==> src/rtl/core/fbc_pkg.sv <==
// Shared types, constants and the byte-wide CRC-16/MODBUS step for the frame buffer.
// No dependencies; imported by fbc_crc, the top level and the testbench.
`default_nettype none

package fbc_pkg;

   localparam int unsigned STORE_DEPTH_DEF = 256;

   localparam int unsigned DATA_W      = 8;
   localparam int unsigned FRAME_LEN_W = 8;
   localparam int unsigned CRC_W       = 16;
   localparam int unsigned OPCODE_W    = 3;
   localparam int unsigned CSR_ADDR_W  = 3;
   localparam int unsigned CSR_DATA_W  = 32;

   localparam logic [CRC_W-1:0]       CRC_INIT         = 16'hFFFF;
   localparam logic [CRC_W-1:0]       CRC_POLY         = 16'hA001;
   localparam logic [DATA_W-1:0]      EMPTY_POP_BYTE   = 8'hFF;
   localparam logic [FRAME_LEN_W-1:0] MAX_LENGTH_RESET = 8'd255;

   // Register index as decoded from the word address bit.
   localparam logic REG_MAX_LENGTH = 1'b0;

   typedef enum logic [OPCODE_W-1:0] {
      OP_PUSH   = 3'd0,
      OP_POP    = 3'd1,
      OP_CLEAR  = 3'd2,
      OP_ENCODE = 3'd3,
      OP_CHECK  = 3'd4
   } opcode_type;

   typedef struct packed {
      logic load_zero;
      logic load_init;
      logic feed;
   } crc_ctrl_type;

   // Fold one byte into the CRC, LSB first.
   function automatic logic [CRC_W-1:0] crc_step(input logic [CRC_W-1:0] crc,
                                                 input logic [DATA_W-1:0] data);
      logic [CRC_W-1:0] c;
      c = crc ^ {{(CRC_W-DATA_W){1'b0}}, data};
      for (int b = 0; b < 8; b++) begin
         if (c[0]) begin
            c = (c >> 1) ^ CRC_POLY;
         end else begin
            c = c >> 1;
         end
      end
      return c;
   endfunction

endpackage

`default_nettype wire

==> src/rtl/core/fbc_ram.sv <==
// Generic single-clock RAM: one write port, one read port, registered read data.
// No dependencies.
`default_nettype none

module fbc_ram #(
   parameter int unsigned WIDTH = 8,
   parameter int unsigned DEPTH = 256
) (
   input  wire logic                     clock,
   input  wire logic                     wr_en,
   input  wire logic [$clog2(DEPTH)-1:0] wr_addr,
   input  wire logic [WIDTH-1:0]         wr_data,
   input  wire logic                     rd_en,
   input  wire logic [$clog2(DEPTH)-1:0] rd_addr,
   output logic      [WIDTH-1:0]         rd_data
);

   logic [WIDTH-1:0] mem_ff [DEPTH];
   logic [WIDTH-1:0] rd_data_ff;

   always_ff @(posedge clock) begin
      if (wr_en) begin
         mem_ff[wr_addr] <= wr_data;
      end
      if (rd_en) begin
         rd_data_ff <= mem_ff[rd_addr];
      end
   end

   assign rd_data = rd_data_ff;

endmodule

`default_nettype wire

==> src/rtl/core/fbc_crc.sv <==
// CRC-16/MODBUS accumulator: a CRC register that folds in one byte per cycle on feed.
// Depends on fbc_pkg.
`default_nettype none

module fbc_crc
   import fbc_pkg::*;
(
   input  wire logic               clock,
   input  wire logic               reset,
   input  wire crc_ctrl_type       ctrl,
   input  wire logic [DATA_W-1:0]  data,
   output logic      [CRC_W-1:0]   crc
);

   logic [CRC_W-1:0] crc_ff;
   logic [CRC_W-1:0] crc_in;

   always_comb begin
      crc_in = crc_ff;
      if (ctrl.load_zero) begin
         crc_in = '0;
      end else if (ctrl.load_init) begin
         crc_in = CRC_INIT;
      end else if (ctrl.feed) begin
         crc_in = crc_step(crc_ff, data);
      end
   end

   always_ff @(posedge clock) begin
      if (reset) begin
         crc_ff <= '0;
      end else begin
         crc_ff <= crc_in;
      end
   end

   assign crc = crc_ff;

endmodule

`default_nettype wire

==> src/rtl/core/modbus_frame_buffer_crc_unit.sv <==
// Modbus RTU frame buffer with CRC-16/MODBUS generation and check: top level.
// Depends on fbc_pkg, fbc_ram and fbc_crc.
//
// Usage
//   Command channel: drive req_opcode and req_data_byte with start high; the
//   command transfers at the rising edge where start is high and busy is low.
//   Opcodes: push, pop, clear, encode (CRC over all held bytes) and check
//   (CRC over all but the last two bytes, compared low byte first; the two
//   trailing bytes are stripped on a match). Unused codes report status only.
//   Result channel: rsp_valid is high for exactly one cycle per command; the
//   rsp_ ports carry the result in that cycle. The receiver cannot stall, so
//   every result transfers in the cycle it is shown.
//   A command goes from ST_IDLE to ST_PUSH, ST_CLEAR, ST_SHORT or ST_NOP, to
//   ST_POP (then ST_POP_WAIT if a byte is held) for a pop, or to ST_WALK then
//   ST_DONE for encode and check, where the single read port of the frame RAM
//   feeds one byte per cycle into the byte-wide CRC unit.
//   busy stays high until the result is shown; a new command can transfer then.
//   Configuration: APB-style port, max_length at byte address 0, pready tied
//   high; write only while the block is idle.
//   Reset (synchronous): buffer empty, CRC register zero, max_length 255.
//   RAM contents are not cleared; only entries below the fill count are read.
`default_nettype none

module modbus_frame_buffer_crc_unit
   import fbc_pkg::*;
#(
   parameter int unsigned STORE_DEPTH = STORE_DEPTH_DEF
) (
   input  wire logic                   clock,
   input  wire logic                   reset,
   // command channel
   input  wire logic                   start,
   output logic                        busy,
   input  wire logic [OPCODE_W-1:0]    req_opcode,
   input  wire logic [DATA_W-1:0]      req_data_byte,
   // result channel
   output logic                        rsp_valid,
   output logic      [DATA_W-1:0]      rsp_read_byte,
   output logic      [CRC_W-1:0]       rsp_crc_value,
   output logic                        rsp_crc_ok,
   output logic                        rsp_accepted,
   output logic      [FRAME_LEN_W-1:0] rsp_frame_length,
   // configuration port
   input  wire logic                   psel,
   input  wire logic                   penable,
   input  wire logic                   pwrite,
   input  wire logic [CSR_ADDR_W-1:0]  paddr,
   input  wire logic [CSR_DATA_W-1:0]  pwdata,
   output logic      [CSR_DATA_W-1:0]  prdata,
   output logic                        pready
);

   localparam int unsigned ADDR_W = $clog2(STORE_DEPTH);
   // Physical capacity, one bit wider so that a full-size RAM compares cleanly.
   localparam logic [FRAME_LEN_W:0] DEPTH_LIMIT = (FRAME_LEN_W+1)'(STORE_DEPTH);

   typedef enum logic [3:0] {
      ST_IDLE,
      ST_PUSH,
      ST_POP,
      ST_POP_WAIT,
      ST_CLEAR,
      ST_WALK,
      ST_DONE,
      ST_SHORT,
      ST_NOP
   } state_type;

   state_type              state_ff, state_in;
   logic [DATA_W-1:0]      data_ff, data_in;
   logic [FRAME_LEN_W-1:0] fill_ff, fill_in;
   logic [FRAME_LEN_W-1:0] max_length_ff, max_length_in;
   logic [FRAME_LEN_W-1:0] rd_ptr_ff, rd_ptr_in;
   logic                   pend_ff, pend_in;
   logic [FRAME_LEN_W-1:0] pend_idx_ff, pend_idx_in;
   logic [FRAME_LEN_W-1:0] feed_end_ff, feed_end_in;
   logic                   check_ff, check_in;
   logic [DATA_W-1:0]      crc_lo_ff, crc_lo_in;
   logic [DATA_W-1:0]      crc_hi_ff, crc_hi_in;
   logic                   rsp_valid_ff, rsp_valid_in;
   logic [DATA_W-1:0]      rsp_read_byte_ff, rsp_read_byte_in;
   logic                   rsp_crc_ok_ff, rsp_crc_ok_in;
   logic                   rsp_accepted_ff, rsp_accepted_in;

   logic                   mem_wr_en;
   logic [ADDR_W-1:0]      mem_wr_addr;
   logic                   mem_rd_en;
   logic [ADDR_W-1:0]      mem_rd_addr;
   logic [DATA_W-1:0]      mem_rd_data;

   crc_ctrl_type           crc_ctrl;
   logic [CRC_W-1:0]       crc_value;

   logic [FRAME_LEN_W-1:0] fill_minus_one;
   logic [FRAME_LEN_W-1:0] fill_minus_two;
   logic                   has_room;
   logic                   csr_write;

   assign fill_minus_one = fill_ff - FRAME_LEN_W'(1);
   assign fill_minus_two = fill_ff - FRAME_LEN_W'(2);
   // A max_length below the fill count only blocks further pushes.
   assign has_room  = (fill_ff < max_length_ff) && ({1'b0, fill_ff} < DEPTH_LIMIT);
   assign csr_write = psel && penable && pwrite && pready;

   fbc_ram #(
      .WIDTH (DATA_W),
      .DEPTH (STORE_DEPTH)
   ) u_frame_ram (
      .clock   (clock),
      .wr_en   (mem_wr_en),
      .wr_addr (mem_wr_addr),
      .wr_data (data_ff),
      .rd_en   (mem_rd_en),
      .rd_addr (mem_rd_addr),
      .rd_data (mem_rd_data)
   );

   fbc_crc u_crc (
      .clock (clock),
      .reset (reset),
      .ctrl  (crc_ctrl),
      .data  (mem_rd_data),
      .crc   (crc_value)
   );

   always_comb begin
      state_in         = state_ff;
      data_in          = data_ff;
      fill_in          = fill_ff;
      max_length_in    = max_length_ff;
      rd_ptr_in        = rd_ptr_ff;
      pend_in          = pend_ff;
      pend_idx_in      = pend_idx_ff;
      feed_end_in      = feed_end_ff;
      check_in         = check_ff;
      crc_lo_in        = crc_lo_ff;
      crc_hi_in        = crc_hi_ff;
      rsp_valid_in     = 1'b0;
      rsp_read_byte_in = '0;
      rsp_crc_ok_in    = 1'b0;
      rsp_accepted_in  = 1'b0;
      mem_wr_en        = 1'b0;
      mem_wr_addr      = fill_ff[ADDR_W-1:0];
      mem_rd_en        = 1'b0;
      mem_rd_addr      = rd_ptr_ff[ADDR_W-1:0];
      crc_ctrl         = '0;

      if (csr_write && (paddr[2] == REG_MAX_LENGTH)) begin
         max_length_in = pwdata[FRAME_LEN_W-1:0];
      end

      case (state_ff)
         ST_IDLE: begin
            if (start) begin
               data_in   = req_data_byte;
               rd_ptr_in = '0;
               pend_in   = 1'b0;
               case (opcode_type'(req_opcode))
                  OP_PUSH:  state_in = ST_PUSH;
                  OP_POP:   state_in = ST_POP;
                  OP_CLEAR: state_in = ST_CLEAR;
                  OP_ENCODE: begin
                     // Feed every held byte.
                     feed_end_in        = fill_ff;
                     check_in           = 1'b0;
                     crc_ctrl.load_init = 1'b1;
                     state_in           = ST_WALK;
                  end
                  OP_CHECK: begin
                     if (fill_ff < FRAME_LEN_W'(2)) begin
                        state_in = ST_SHORT;
                     end else begin
                        // Feed all but the trailing pair, capture the pair.
                        feed_end_in        = fill_minus_two;
                        check_in           = 1'b1;
                        crc_ctrl.load_init = 1'b1;
                        state_in           = ST_WALK;
                     end
                  end
                  default: state_in = ST_NOP;
               endcase
            end
         end

         ST_PUSH: begin
            if (has_room) begin
               mem_wr_en       = 1'b1;
               fill_in         = fill_ff + FRAME_LEN_W'(1);
               rsp_accepted_in = 1'b1;
            end
            rsp_valid_in = 1'b1;
            state_in     = ST_IDLE;
         end

         ST_POP: begin
            if (fill_ff == '0) begin
               rsp_read_byte_in = EMPTY_POP_BYTE;
               rsp_valid_in     = 1'b1;
               state_in         = ST_IDLE;
            end else begin
               mem_rd_en   = 1'b1;
               mem_rd_addr = fill_minus_one[ADDR_W-1:0];
               fill_in     = fill_minus_one;
               state_in    = ST_POP_WAIT;
            end
         end

         ST_POP_WAIT: begin
            rsp_read_byte_in = mem_rd_data;
            rsp_valid_in     = 1'b1;
            state_in         = ST_IDLE;
         end

         ST_CLEAR: begin
            fill_in            = '0;
            crc_ctrl.load_zero = 1'b1;
            rsp_valid_in       = 1'b1;
            state_in           = ST_IDLE;
         end

         ST_WALK: begin
            // Issue one read per cycle; fold each byte as its read data returns.
            if (rd_ptr_ff != fill_ff) begin
               mem_rd_en   = 1'b1;
               rd_ptr_in   = rd_ptr_ff + FRAME_LEN_W'(1);
               pend_in     = 1'b1;
               pend_idx_in = rd_ptr_ff;
            end else begin
               pend_in = 1'b0;
            end
            if (pend_ff) begin
               if (pend_idx_ff < feed_end_ff) begin
                  crc_ctrl.feed = 1'b1;
               end else if (pend_idx_ff == feed_end_ff) begin
                  crc_lo_in = mem_rd_data;
               end else begin
                  crc_hi_in = mem_rd_data;
               end
            end
            if ((rd_ptr_ff == fill_ff) && !pend_ff) begin
               state_in = ST_DONE;
            end
         end

         ST_DONE: begin
            // Low CRC byte comes first in the frame.
            if (check_ff && (crc_lo_ff == crc_value[DATA_W-1:0]) &&
                (crc_hi_ff == crc_value[CRC_W-1:DATA_W])) begin
               rsp_crc_ok_in = 1'b1;
               fill_in       = fill_minus_two;
            end
            rsp_valid_in = 1'b1;
            state_in     = ST_IDLE;
         end

         ST_SHORT: begin
            // Too short to carry a CRC: report the CRC of no bytes.
            crc_ctrl.load_init = 1'b1;
            rsp_valid_in       = 1'b1;
            state_in           = ST_IDLE;
         end

         ST_NOP: begin
            rsp_valid_in = 1'b1;
            state_in     = ST_IDLE;
         end

         default: state_in = ST_IDLE;
      endcase
   end

   always_ff @(posedge clock) begin
      if (reset) begin
         state_ff      <= ST_IDLE;
         fill_ff       <= '0;
         max_length_ff <= MAX_LENGTH_RESET;
         rsp_valid_ff  <= 1'b0;
         pend_ff       <= 1'b0;
      end else begin
         state_ff      <= state_in;
         fill_ff       <= fill_in;
         max_length_ff <= max_length_in;
         rsp_valid_ff  <= rsp_valid_in;
         pend_ff       <= pend_in;
      end
      data_ff          <= data_in;
      rd_ptr_ff        <= rd_ptr_in;
      pend_idx_ff      <= pend_idx_in;
      feed_end_ff      <= feed_end_in;
      check_ff         <= check_in;
      crc_lo_ff        <= crc_lo_in;
      crc_hi_ff        <= crc_hi_in;
      rsp_read_byte_ff <= rsp_read_byte_in;
      rsp_crc_ok_ff    <= rsp_crc_ok_in;
      rsp_accepted_ff  <= rsp_accepted_in;
   end

   assign busy             = (state_ff != ST_IDLE);
   assign rsp_valid        = rsp_valid_ff;
   assign rsp_read_byte    = rsp_read_byte_ff;
   assign rsp_crc_value    = crc_value;
   assign rsp_crc_ok       = rsp_crc_ok_ff;
   assign rsp_accepted     = rsp_accepted_ff;
   assign rsp_frame_length = fill_ff;

   assign pready = 1'b1;
   assign prdata = (paddr[2] == REG_MAX_LENGTH) ?
                   {{(CSR_DATA_W-FRAME_LEN_W){1'b0}}, max_length_ff} : '0;

endmodule

`default_nettype wire

==> config.mk <==
export PLATFORM = sky130hd
export DESIGN_NAME = modbus_frame_buffer_crc_unit
export DESIGN_NICKNAME = d
export VERILOG_FILES = /design/src/rtl/core/fbc_pkg.sv /design/src/rtl/core/fbc_ram.sv /design/src/rtl/core/fbc_crc.sv /design/src/rtl/core/modbus_frame_buffer_crc_unit.sv
export SDC_FILE = /design/constraint.sdc
export NUM_CORES = 2
export LEC_CHECK = 0
export ABC_AREA = 0
export BUFFER_PORTS_ARGS = -buffer_cell sky130_fd_sc_hd__buf_2
export CAP_MARGIN = 5
export CORE_ASPECT_RATIO = 0.75
export CORE_UTILIZATION = 40
export DETAILED_ROUTE_END_ITERATION = 7
export HOLD_SLACK_MARGIN = 0.03
export PLACE_DENSITY = 0.6
export REMOVE_ABC_BUFFERS = 1
export SYNTH_ARGS = -nofsm -noshare
export SYNTH_HDL_FRONTEND = slang
export SYNTH_SLANG_ARGS = --single-unit
==> constraint.sdc <==
create_clock -name clock -period 3.7 [get_ports clock]
set_input_delay 0 -clock clock [delete_from_list [all_inputs] [get_ports clock]]
set_output_delay 0 -clock clock [all_outputs]
set_load 0.005 [all_outputs]
==> out/qor.txt <==
Reg2reg start - rsp_frame_length[4]
Number of DRC markers in iteration 0 - 7727
Core Region - 217000 um^2
Rel. slew slack - 19.3%
Antenna viol nets, final - 0
Syn. warnings - 0
Setup WS pre-CTS - -1180 ps
Crit path time final - 3750 ps
Wirelength per Cell - 26.5 um
HPWL after DPL - 166 mm
PwrDens - 515 nW/um^2
Async SR Flop Fraction - 0%
Syn_area_per_cell - 14.4 um^2
Slew @ Worst Pin - 1210 ps
Synth top area cells - edfxtp_1 72%, mux2i_1 7.9%, nand2_1 4.9%, nand3_1 3.3%, a32oi_1 1.8%
CTS Buf Count - 206
Final core utilization - 48.8%
Worst Path Required - 4370 ps
Mapped Area - 87600 um^2
CP Class - reg -> reg
Outcome - complete, but fails checks
Area Growth Syn to Fin - 21.0%
CTS root buf - clkbuf_16
Top_reg_cell synth - edfxtp_1
Port bufs - 69
EDFF count, synth - 2105
Routability cong. - 0.891
GRT Resource Usage Total - 23.4%
Peak VDD IR - 0.408 mV
Setup violators final - 5
RSZ-0062 raised after global routing - true
Setup tns final - -197 ps
Fmax - 0.266 GHz
Hold Startpoint - reset
Worst-path clk slew - 60 ps
DRC Markers - 0
Filler instances - 18514
TritonCTS clock tree - yes
Worst Skew - 61.0 ps
Pin count of the biggest net entering global routing - 149
Multi-input gate area - 22600 um^2
Syn Inst Count - 6102
Crit-path max FO - 8
FF+latch count, synth - 2153
Clk_lat worst skew - 880 ps
Die width - 543 um
Critical Path End Type - register
Crit path arrival time - 4420 ps
Seq. cell area - 64200 um^2
Congestion Overflow GR - 0
Maxcap violations - 0
Vias - 56205
Lkg Pwr - 38.5 nW
Hold Crit Class - in -> reg
Met3 WL post-DR - 28.6 mm
DRT met1 WL - 117 mm
Initial antenna violation count - 8
H-tree depth - 4
Power Total - 54.6 mW
Non-Filler Instances - 9973
Area after DPL - 96600 um^2
Initial core utilization - 40.3%
Critical Path Start - rsp_frame_length[4]
Slowest CP cell - or4_4
CP Cell Sequence - or4_4, buf_6, o21ai_4, a21oi_4, buf_12, buf_16, buf_16, buf_4, buf_4, mux2i_1, mux2i_1, a32oi_1, a21oi_2, nor4_4, buf_6, nor4_2
Design area - 106000 um^2
First-pass GRT wire length - 379 mm
Vias in the first global route - 53058
DRT Wirelength - 265 mm
Max-slew violation count - 0
Worst Hold Slack - 185 ps
Max Buffers Root-to-Sink - 4
Register area share after synthesis - 73.2%
Die area - 221000 um^2
Die Ht - 407 um
Clock sinks - 2153
Top-area cell type share of the netlist area - 72.1%
Startpoint Class - register
Cell taking the most area after synthesis - edfxtp_1
DR pass1 iterations - 6
Final hold viol count - 0
Layout cells sized above 1 - 20.2%
Top Layer Used - met5
Via/cell ratio - 5.64
Top-count cell post-synth - edfxtp_1
Top cells by count, synth - 2105 x edfxtp_1, 1150 x nand2_1, 690 x mux2i_1, 582 x nand3_1, 301 x nor2_1
Ports - 121
CP peak stage delay - 530 ps
Synth cell types - 74
ANT cells - 0
Final period utilization - 101%
Final WS setup - -52.4 ps
Fin nets - 6966
Metal2 WL - 112 mm
Floorplan row count - 148
Dpl cells - 9452
Failing checks - negative setup slack
[sequential cells by signal, summed over array words and instances (netlist names), 4 cells and up]
| register | cells |
|---|---|
| data_ff | 8 |
| feed_end_ff | 8 |
| state_ff | 4 |
| u_frame_ram.mem_ff | 2048 |
| pend_idx_ff | 8 |
| rsp_read_byte | 8 |
| crc_hi_ff | 8 |
| rsp_frame_length | 8 |
| u_frame_ram.rd_data | 8 |
| rd_ptr_ff | 8 |
| u_crc.crc | 16 |
| crc_lo_ff | 8 |
| max_length_ff | 8 |
[routing by layer]
metal	track usage (%)	up-vias
met5	0	-
met4	6.38	4
met3	5.27	423
met2	33.3	2935
met1	35.7	28291
li1	-	24552
[logic make-up after synthesis]
| kind of cell | share of synthesized area [%] |
|---|---|
| mux | 7.98 |
| simple gates | 10.6 |
| buf+inv | 2.52 |
| xor+xnor | 0.610 |
| flops | 73.2 |
| fa+ha+maj | 0.328 |
| compound gates | 4.78 |
| other cells | 0.00857 |
[power breakdown]
| group | leakage (nW) | total (mW) | switching (mW) | internal (mW) |
|---|---|---|---|---|
| clock | 3.07 | 20.3 | 9.13 | 11.2 |
| sequential | 19.3 | 27.1 | 0.0942 | 27.0 |
| combinational | 16.1 | 7.16 | 4.49 | 2.67 |
[timing repair]
item / 4_1_cts / 5_1_grt
endpoints found under the hold margin: 63 / 0
resized for setup: 196 / 84
buffers inserted: 48 / 46
endpoints found under the setup margin: 8 / 42
pin swaps: 46 / 49
hold buffers: 57 / 0
cloned: 9 / 3
[worst max-delay path: cells and delay by family, from the launching register on]
| kind | cells | cell delay, ps |
|---|---|---|
| multiplexers | 2 | 420 |
| flip-flops | 1 | 350 |
| AND/OR/NAND/NOR | 3 | 920 |
| buffers and inverters | 7 | 1100 |
| AO/OA/AOI/OAI | 4 | 770 |
[final timing paths]
check,to,slack [ps],depth (start not counted)
setup / recovery,u_frame_ram.rd_data[0],-50,16
hold / removal,pend_ff,180,3
setup reg to reg,u_frame_ram.rd_data[0],-50,16
hold reg to reg,pend_ff,480,2
[layout by cell type (no fill, tap or decap), types with 14 or more instances in the layout]
cell type      count
a32oi_1          152
inv_1             26
dlygate4sd3_1     57
xor2_1            14
xnor2_1           47
a31oi_1           20
o221a_2           16
o21ai_0           15
nand4_1           17
clkbuf_16        212
nor4_2            14
a32oi_2           23
a21oi_2           29
nor4_4            18
o2111ai_1         14
nand2_1         1148
buf_2             70
clkinv_2          39
buf_6             27
conb_1            25
clkinv_1          42
clkbuf_1          45
ha_1              22
a21oi_1           76
dfxtp_1           42
a21boi_0          31
nand3_1          579
a311oi_1          32
buf_4            706
nor2_1           296
a211oi_1          33
edfxtp_1        2105
a311oi_2          15
mux2i_1          672
buf_12           100
[layout make-up]
type / instances / share of cell area, %
well taps: 2925 / 3.45
flip-flops and latches: 2153 / 60.5
clock buffers: 257 / 5.13
inverters: 29 / 0.105
repair buffers: 985 / 8.67
multi-input cells: 3516 / 21.3
clock inverters: 108 / 0.800
No activity file was read; power rests on OpenSTA's default activity.
